<file path="config.mk">
export PLATFORM = sky130hd
export DESIGN_NAME = arp_spoof_watch_table_unit
export DESIGN_NICKNAME = d
export VERILOG_FILES = /design/src/aswt_pkg.sv /design/src/aswt_ram.sv /design/src/arp_spoof_watch_table_unit.sv
export SDC_FILE = /design/constraint.sdc
export NUM_CORES = 2
export LEC_CHECK = 0
export BUFFER_PORTS_ARGS = -buffer_cell sky130_fd_sc_hd__buf_2
export CORE_ASPECT_RATIO = 2
export CORE_MARGIN = 1.5
export CORE_UTILIZATION = 37
export CTS_BUF_LIST = sky130_fd_sc_hd__clkbuf_2 sky130_fd_sc_hd__clkbuf_4 sky130_fd_sc_hd__clkbuf_8
export DETAILED_ROUTE_END_ITERATION = 8
export SLEW_MARGIN = 20
export SYNTH_ARGS = -nofsm -noshare
export SYNTH_HDL_FRONTEND = slang
export SYNTH_HIERARCHICAL = 1
export SYNTH_SLANG_ARGS = --single-unit
</file>
<file path="constraint.sdc">
create_clock -name clk -period 8.53 [get_ports clk]
set_input_delay 0.4265 -clock clk [delete_from_list [all_inputs] [get_ports clk]]
set_output_delay 0.4265 -clock clk [all_outputs]
set_load 0.03 [all_outputs]
</file>
<file path="src/aswt_pkg.sv">
// Package for the ARP binding watch table: constants, item and entry types,
// controller state type and a saturating increment helper.
// Depends on nothing; the top level, the checker and the testbench import it.
package aswt_pkg;

  // Table geometry.
  localparam int TABLE_DEPTH = 32;
  localparam int IDX_W       = (TABLE_DEPTH > 1) ? $clog2(TABLE_DEPTH) : 1;
  localparam int CNT_W       = $clog2(TABLE_DEPTH + 1);

  // Header values a frame must carry to be counted as ARP over Ethernet/IPv4.
  localparam logic [15:0] MIN_FRAME_LEN  = 16'd42;
  localparam logic [15:0] ETHERTYPE_ARP  = 16'h0806;
  localparam logic [15:0] HTYPE_ETHER    = 16'h0001;
  localparam logic [15:0] PTYPE_IPV4     = 16'h0800;
  localparam logic [7:0]  HLEN_ETHER     = 8'd6;
  localparam logic [7:0]  PLEN_IPV4      = 8'd4;
  localparam logic [15:0] OP_REQUEST     = 16'd1;
  localparam logic [15:0] OP_REPLY       = 16'd2;
  localparam logic [15:0] STORM_LIMIT_RESET = 16'd50;

  localparam logic [31:0] SAT32 = 32'hFFFF_FFFF;

  // Parsed header fields of one frame. The addresses use the usual ARP field
  // names: sender hardware address, sender and target protocol addresses.
  typedef struct packed {
    logic [15:0] frame_length;
    logic [15:0] ether_type;
    logic [15:0] hw_type;
    logic [15:0] proto_type;
    logic [7:0]  hw_addr_len;
    logic [7:0]  proto_addr_len;
    logic [15:0] arp_op;
    logic [47:0] sha;
    logic [31:0] spa;
    logic [31:0] tpa;
  } in_item_t;

  // One result per frame.
  typedef struct packed {
    logic        anomaly;
    logic        storm_active;
    logic [31:0] arp_seen;
    logic [31:0] spoof_total;
    logic [31:0] gratuitous_total;
    logic [5:0]  entries_used;
  } out_item_t;

  // One binding as stored in the table memory.
  typedef struct packed {
    logic [31:0] ip;
    logic [47:0] mac;
    logic        spoofed;
    logic        grat;
  } entry_t;

  localparam int ENTRY_W = $bits(entry_t);

  typedef enum logic [1:0] {
    S_IDLE,
    S_SCAN,
    S_UPDATE,
    S_FINISH
  } state_t;

  // Increment that holds at the all-ones value.
  function automatic logic [31:0] sat_inc(input logic [31:0] v);
    return (v == SAT32) ? v : v + 32'd1;
  endfunction

endpackage

</file>
<file path="src/aswt_ram.sv">
// Generic single-port-write, single-port-read RAM with a registered read.
// Depends on nothing; contents are undefined until written.
module aswt_ram #(
  parameter int WIDTH = 8,
  parameter int DEPTH = 16
) (
  input  logic                                      clk,
  input  logic                                      we,
  input  logic [((DEPTH > 1) ? $clog2(DEPTH) : 1)-1:0] waddr,
  input  logic [WIDTH-1:0]                          wdata,
  input  logic                                      re,
  input  logic [((DEPTH > 1) ? $clog2(DEPTH) : 1)-1:0] raddr,
  output logic [WIDTH-1:0]                          rdata
);

  logic [WIDTH-1:0] mem [DEPTH];

  // Write port.
  always_ff @(posedge clk) begin
    if (we) begin
      mem[waddr] <= wdata;
    end
  end

  // Read port; data appears the cycle after the address.
  always_ff @(posedge clk) begin
    if (re) begin
      rdata <= mem[raddr];
    end
  end

endmodule

</file>
<file path="src/arp_spoof_watch_table_unit.sv">
// Top level of the ARP binding watch table: frame check, table search and update.
// Depends on aswt_pkg and aswt_ram.
//
// Flow: a rejected frame or a zero sender goes straight from idle to the finish state; a
// lookup scans the used entries at one read per cycle from the table memory, then updates
// the entry (a full table with an unknown sender skips the update) before finishing.
// One frame at a time: busy drops in the cycle in which done shows the result, so the next
// transfer is taken at the earliest at the edge that ends it. The receiver cannot stall.
// Reset (rst, synchronous): table empty, counters and storm flag cleared, storm_limit 50.
module arp_spoof_watch_table_unit (
  input  logic              clk,
  input  logic              rst,
  input  logic              start,
  output logic              busy,
  input  aswt_pkg::in_item_t  item,
  output logic              done,
  output aswt_pkg::out_item_t result,
  input  logic              cfg_we,
  input  logic [15:0]       cfg_wdata
);

  import aswt_pkg::*;

  state_t state, state_next;

  in_item_t          item_q;
  logic [15:0]       storm_limit;
  logic [CNT_W-1:0]  used_count;
  logic [31:0]       seen_count;
  logic [31:0]       spoof_count;
  logic [31:0]       grat_count;
  logic              storm_flag;
  logic              anom;

  // Scan pipeline: issue index, and the index whose data is on the read port.
  logic [CNT_W-1:0]  issue_idx;
  logic [IDX_W-1:0]  cmp_idx;
  logic              cmp_valid;

  // Entry under update and its slot.
  entry_t            hit_entry;
  logic [IDX_W-1:0]  slot;
  logic              fresh;

  // Memory port signals.
  logic              ram_we;
  logic [IDX_W-1:0]  ram_waddr;
  entry_t            ram_wdata;
  logic              ram_re;
  logic [IDX_W-1:0]  ram_raddr;
  entry_t            ram_rdata;
  logic [ENTRY_W-1:0] ram_rdata_raw;

  // Decoded conditions.
  logic accept;
  logic frame_ok;
  logic sip_zero;
  logic scan_hit;
  logic scan_miss;
  logic table_full;
  logic spoof_hit;
  logic grat_hit;
  logic storm_hit;

  assign busy   = (state != S_IDLE);
  assign accept = start && !busy;

  // Frame check on the incoming fields.
  assign frame_ok = (item.frame_length >= MIN_FRAME_LEN) &&
                    (item.ether_type == ETHERTYPE_ARP) &&
                    (item.hw_type == HTYPE_ETHER) &&
                    (item.proto_type == PTYPE_IPV4) &&
                    (item.hw_addr_len == HLEN_ETHER) &&
                    (item.proto_addr_len == PLEN_IPV4);
  assign sip_zero = (item.spa == 32'd0);

  // Search outcome: a match on returned data, or every used entry compared.
  assign ram_rdata  = entry_t'(ram_rdata_raw);
  assign scan_hit   = cmp_valid && (ram_rdata.ip == item_q.spa);
  assign scan_miss  = !cmp_valid && (issue_idx >= used_count);
  assign table_full = (used_count >= CNT_W'(TABLE_DEPTH));

  // Flag decisions for the entry under update.
  assign spoof_hit = !fresh && (hit_entry.mac != item_q.sha) && !hit_entry.spoofed;
  assign grat_hit  = (item_q.spa == item_q.tpa) &&
                     (item_q.arp_op inside {OP_REQUEST, OP_REPLY}) && !hit_entry.grat;
  assign storm_hit = (seen_count > {16'd0, storm_limit});

  // Next state.
  always_comb begin
    state_next = state;
    case (state)
      S_IDLE: begin
        if (accept) begin
          state_next = (frame_ok && !sip_zero) ? S_SCAN : S_FINISH;
        end
      end
      S_SCAN: begin
        if (scan_hit) begin
          state_next = S_UPDATE;
        end else if (scan_miss) begin
          state_next = table_full ? S_FINISH : S_UPDATE;
        end
      end
      S_UPDATE: state_next = S_FINISH;
      S_FINISH: state_next = S_IDLE;
      default:  state_next = S_IDLE;
    endcase
  end

  // Memory controls.
  always_comb begin
    ram_re    = 1'b0;
    ram_raddr = issue_idx[IDX_W-1:0];
    ram_we    = 1'b0;
    ram_waddr = slot;
    ram_wdata = hit_entry;
    case (state)
      S_SCAN: begin
        ram_re = (issue_idx < used_count);
      end
      S_UPDATE: begin
        ram_we            = 1'b1;
        ram_wdata.spoofed = hit_entry.spoofed | spoof_hit;
        ram_wdata.grat    = hit_entry.grat | grat_hit;
      end
      default: begin
        ram_re = 1'b0;
      end
    endcase
  end

  // Configuration register.
  always_ff @(posedge clk) begin
    if (rst) begin
      storm_limit <= STORM_LIMIT_RESET;
    end else if (cfg_we) begin
      storm_limit <= cfg_wdata;
    end
  end

  // Controller and counters.
  always_ff @(posedge clk) begin
    if (rst) begin
      state       <= S_IDLE;
      used_count  <= '0;
      seen_count  <= '0;
      spoof_count <= '0;
      grat_count  <= '0;
      storm_flag  <= 1'b0;
      anom        <= 1'b0;
      issue_idx   <= '0;
      cmp_valid   <= 1'b0;
      done        <= 1'b0;
    end else begin
      state <= state_next;
      done  <= (state == S_FINISH);
      case (state)
        S_IDLE: begin
          if (accept) begin
            anom      <= 1'b0;
            issue_idx <= '0;
            cmp_valid <= 1'b0;
            if (frame_ok) begin
              seen_count <= sat_inc(seen_count);
            end
          end
        end
        S_SCAN: begin
          cmp_valid <= ram_re;
          if (ram_re) begin
            issue_idx <= issue_idx + CNT_W'(1);
          end
        end
        S_UPDATE: begin
          if (fresh) begin
            used_count <= used_count + CNT_W'(1);
          end
          if (spoof_hit) begin
            spoof_count <= sat_inc(spoof_count);
          end
          if (grat_hit) begin
            grat_count <= sat_inc(grat_count);
          end
          if (storm_hit) begin
            storm_flag <= 1'b1;
          end
          anom <= spoof_hit || grat_hit || storm_hit;
        end
        default: begin
          anom <= anom;
        end
      endcase
    end
  end

  // Item capture, scan bookkeeping and the entry under update.
  always_ff @(posedge clk) begin
    if (accept) begin
      item_q <= item;
    end
    if (state == S_SCAN) begin
      cmp_idx <= issue_idx[IDX_W-1:0];
      if (scan_hit) begin
        hit_entry <= ram_rdata;
        slot      <= cmp_idx;
        fresh     <= 1'b0;
      end else if (scan_miss) begin
        hit_entry.ip      <= item_q.spa;
        hit_entry.mac     <= item_q.sha;
        hit_entry.spoofed <= 1'b0;
        hit_entry.grat    <= 1'b0;
        slot              <= used_count[IDX_W-1:0];
        fresh             <= 1'b1;
      end
    end
  end

  // Result register, loaded as the frame finishes.
  always_ff @(posedge clk) begin
    if (state == S_FINISH) begin
      result.anomaly          <= anom;
      result.storm_active     <= storm_flag;
      result.arp_seen         <= seen_count;
      result.spoof_total      <= spoof_count;
      result.gratuitous_total <= grat_count;
      result.entries_used     <= 6'(used_count);
    end
  end

  aswt_ram #(
    .WIDTH (ENTRY_W),
    .DEPTH (TABLE_DEPTH)
  ) u_table (
    .clk   (clk),
    .we    (ram_we),
    .waddr (ram_waddr),
    .wdata (ram_wdata),
    .re    (ram_re),
    .raddr (ram_raddr),
    .rdata (ram_rdata_raw)
  );

endmodule

</file>
==> run summary <==
The flow ran to the end, and the final reports show no timing, DRC or antenna violations. The count of state elements after synthesis is 3161. The number of pins exceeding their max-slew limit in the final report came out at 0. The total grt overflow is 0. The kind of end point of the critical path is a register. The number of nets in the final layout came out at 7459. STA classifies the critical path startpoint as a register. The detail route stage leaves a number of antenna-violating nets equal to 0. The post-synthesis area per instance came out at 18.96 µm².

The insertion delay of the later-clocked pin in the worst-skew pair came out at 1.12 ns. The pin count of the biggest net entering global routing came out at 115. The last weighted congestion value of the routability-driven placer came out at 0.8792. Of the total power, the share spent switching nets is 0.2528. The clock root buffer is sky130_fd_sc_hd__clkbuf_8. The sum of routed wire length over all layers is 352800 µm. The via count of the first global-routing pass is 67480. The proportion of layout cells with a drive suffix above 1 is 0.2088. After routing, the total negative slack on setup checks comes to 0 ns. Measured on the finished design, the core utilization comes to 0.4263. The clock tree buffer depth came out at 4. Of all nets on the critical path, the largest fanout is 47. The overall die area came out at 0.3314 mm². The data required time at the worst endpoint is 9.13 ns. The global routing usage summed across all routing layers came out at 0.2078. The power per cell area is 244.8 mW/mm². The first detailed-routing pass ran for 6 iterations. The buffer count from post-CTS setup fixing came out at 0. The number of placement rows is 297. Setup repair after global routing left no endpoint under its margin. For this design, the sink count on the clock tree is 3161. The number of instances resized during post-cts repair is 0. The hold violation total from the final report was 0. After legalization and detailed placement, the total HPWL measured 193300 µm. The clock transition at the register clock pins on the worst setup and hold paths after CTS came out at 0.06 ns. The die is 812.6 µm tall. In this run the number of H-tree levels came out at 5.

The origin of the critical flop-to-flop path is issue_idx[3]. The tool flagged a number of max-cap violations equal to 0. In this run the most critical hold path is launched from item[29]. The total of hold buffers inserted after clock tree synthesis is 211.

For this design the top-level I/O count stands at 334. The cell internal power dissipation came out at 25.48 mW. Dividing the final minimum period by the clock period gives 0.5520. The number of different library cells used by synthesis comes to 68. The critical path starts at issue_idx[3]. The sequential fraction of the synthesis area came out at 0.7720. The area added between synthesis and finish is 14.84%.

From left edge to right edge, the die measures 407.8 µm. The routed length per placed instance came out at 29.69 µm. The first-pass GRT wire length is 492100 µm. The critical path start-end classification is reg2reg. The path category of the worst min-delay check is in2reg. For this run, asynchronously set or reset flops after synthesis account for 0. The area share of the largest cell type after synthesis is 0.7506.

After detailed routing, the number of remaining DRC violations is 0. The worst setup slack after placement came out at 3.918 ns. The switching power summed over all nets came out at 8.621 mW. The initial antenna violation count came to 16. The total power came out at 34.10 mW. The standard cell core area came out at 0.3266 mm².

The post-route worst setup slack came out at 3.821 ns. The cell count after synthesis came out at 6397. The Yosys warning count is 6. The net count after synthesis came out at 6657. The number of violations reported at the end of detailed-routing iteration 0 is 6641.

The number of input and output port buffers inserted is 332. The peak supply drop came out at 221.1 µV. The share of total power in sequential cells came out at 0.583. The number of buffers created by CTS came out at 429.

In the synthesized netlist the dominant register cell turns out to be sky130_fd_sc_hd__edfxtp_1. The number of enable flip-flop cells after synthesis is 3031. Data on the critical path arrives at its endpoint at 5.31 ns. The routed layout has 66378 vias. By area the synthesized netlist is led by sky130_fd_sc_hd__edfxtp_1 75%, sky130_fd_sc_hd__mux4_2 6.1%, sky130_fd_sc_hd__mux2i_1 5.5%. The clock period could shrink to 4.709 ns. Of the total power, the clock network draws 0.342.

The number of setup violations in the final report is 0. The number of vias per cell is 5.587. The synthesized design spends more area on one cell type than any other, namely sky130_fd_sc_hd__edfxtp_1. The static leakage is 42.57 nW. The headroom to the max-slew limit is 0.2414. Derived from the worst setup path, the maximum achievable clock frequency is 212.4 MHz. The area of the mapped netlist is 0.1213 mm². The share of total power dissipated in combinational logic is 0.074. The starting utilization of the core area came out at 0.3712. The final setup skew is 0.1475 ns. The transition at the pin with the smallest max-transition slack came out at 1.128 ns. TritonCTS built the clock tree.
-- worst paths after layout --
check                                          to  slack (ns)  cells past startpoint
worst min register to register        result[103]        0.44                      0
worst min-delay path                   item_q[29]        0.09                      2
worst max-delay path            u_table/rdata[74]        3.82                      7
worst max register to register  u_table/rdata[74]        3.82                      7
-- power groups by stage --
stage               Clock [mW]  Sequential, mW  Combinational [mW]
floorplan                    0            19.9                1.21
global placement             0            20.2                2.35
detailed placement           0            20.3                2.37
CTS                       11.9            20.0                2.45
global route              12.5            20.0                2.65
finish                    11.7            19.9                2.54
-- area by class of cell --
| cell class | instances | area (µm²) |
|---|---|---|
| multi-input cells | 2834 | 26180 |
| clock buffers | 532 | 6696 |
| clock inverters | 235 | 1782 |
| inverters | 52 | 195.2 |
| diodes | 11 | 27.53 |
| repair buffers | 721 | 5318 |
| fillers | 28329 | 187400 |
| well taps | 4335 | 5424 |
| flip-flops and latches | 3161 | 93640 |
-- routing by layer --
metal	vias up	GRT usage	share of wire
met5	-	0	0.000054
met4	2	0.09303	0.046
met3	720	0.02986	0.067
met2	2994	0.3778	0.52
met1	35003	0.2418	0.36
li1	27659	-	-
-- flip-flops by register name, indices dropped and copies added, names as in the netlist --
name           count
u_table/mem     2624
item_q           128
result           104
hit_entry         82
u_table/rdata     82
grat_count        32
seen_count        32
spoof_count       32
storm_limit       16
issue_idx          6
used_count         6
cmp_idx            5
ram_waddr          5
state              2
anom               1
cmp_valid          1
done               1
fresh              1
storm_flag         1
-- critical path: stages, from the launching register on --
cell and delay [ns]:
sky130_fd_sc_hd__dfxtp_4 0.66, sky130_fd_sc_hd__buf_4 0.73, sky130_fd_sc_hd__ha_1 0.39, sky130_fd_sc_hd__a21o_1 0.17
sky130_fd_sc_hd__a21o_1 0.17, sky130_fd_sc_hd__a211oi_1 0.49, sky130_fd_sc_hd__and2_4 0.76, sky130_fd_sc_hd__buf_4 0.77
-- stage by stage --
step | hold slack (ns) | area, µm² | cells
2_1_floorplan | 0.4019 | 121300 | 6397
3_3_place_gp | 0.4202 | 128500 | 10882
3_5_place_dp | 0.4208 | 128500 | 10884
4_1_cts | 0.00002842 | 139100 | 11862
5_1_grt | 0.05892 | 139200 | 11875
6_report | 0.09392 | 139300 | 11881
-- cells in the final DEF (no fill, tap or decap), drive strengths merged, types with 13 or more instances in the layout --
master,synthesis,routed
nor3,19,19
nand3,208,208
a21oi,96,96
a22oi,422,422
xnor2,75,75
and4,13,13
and2,19,19
and3,20,20
clkbuf,173,532
mux4,329,329
inv,52,61
nor2,121,121
nor2b,25,25
nand4,101,101
edfxtp,3031,3031
or3,54,54
nor4,64,64
buf,177,510
nand2,226,226
a31oi,43,43
dfxtp,130,130
clkinvlp,0,13
clkinv,0,188
a22o,43,43
ha,32,32
o31ai,14,14
o21ai,62,62
bufinv,0,25
dlygate4sd3,0,211
mux2i,672,672
xor2,62,62
or4,16,16
-- kinds of logic (layout without fill, tap and decap cells) --
logic type               Yosys count  after routing  synth area share
XOR/XNOR                         137            137          0.009895
AND/OR/NAND/NOR                  930            930           0.03994
multiplexers                    1010           1010            0.1174
flip-flops                      3161           3161            0.7720
buffers and inverters            402           1540           0.01554
adder cells (fa/ha/maj)           32             32          0.003302
AO/OA/AOI/OAI                    725            725           0.04189
other                              0             11                 0
-- synthesized netlist by cell type (all sizes together), types with 16 or more instances --
cell type / number
edfxtp: 3031
mux2i: 672
a22oi: 422
mux4: 329
nand2: 226
nand3: 208
buf: 177
clkbuf: 173
dfxtp: 130
nor2: 121
nand4: 101
a21oi: 96
xnor2: 75
nor4: 64
o21ai: 62
xor2: 62
or3: 54
inv: 52
a22o: 43
a31oi: 43
ha: 32
nor2b: 25
and3: 20
and2: 19
nor3: 19
or4: 16
No activity file was read; power rests on OpenSTA's default activity.
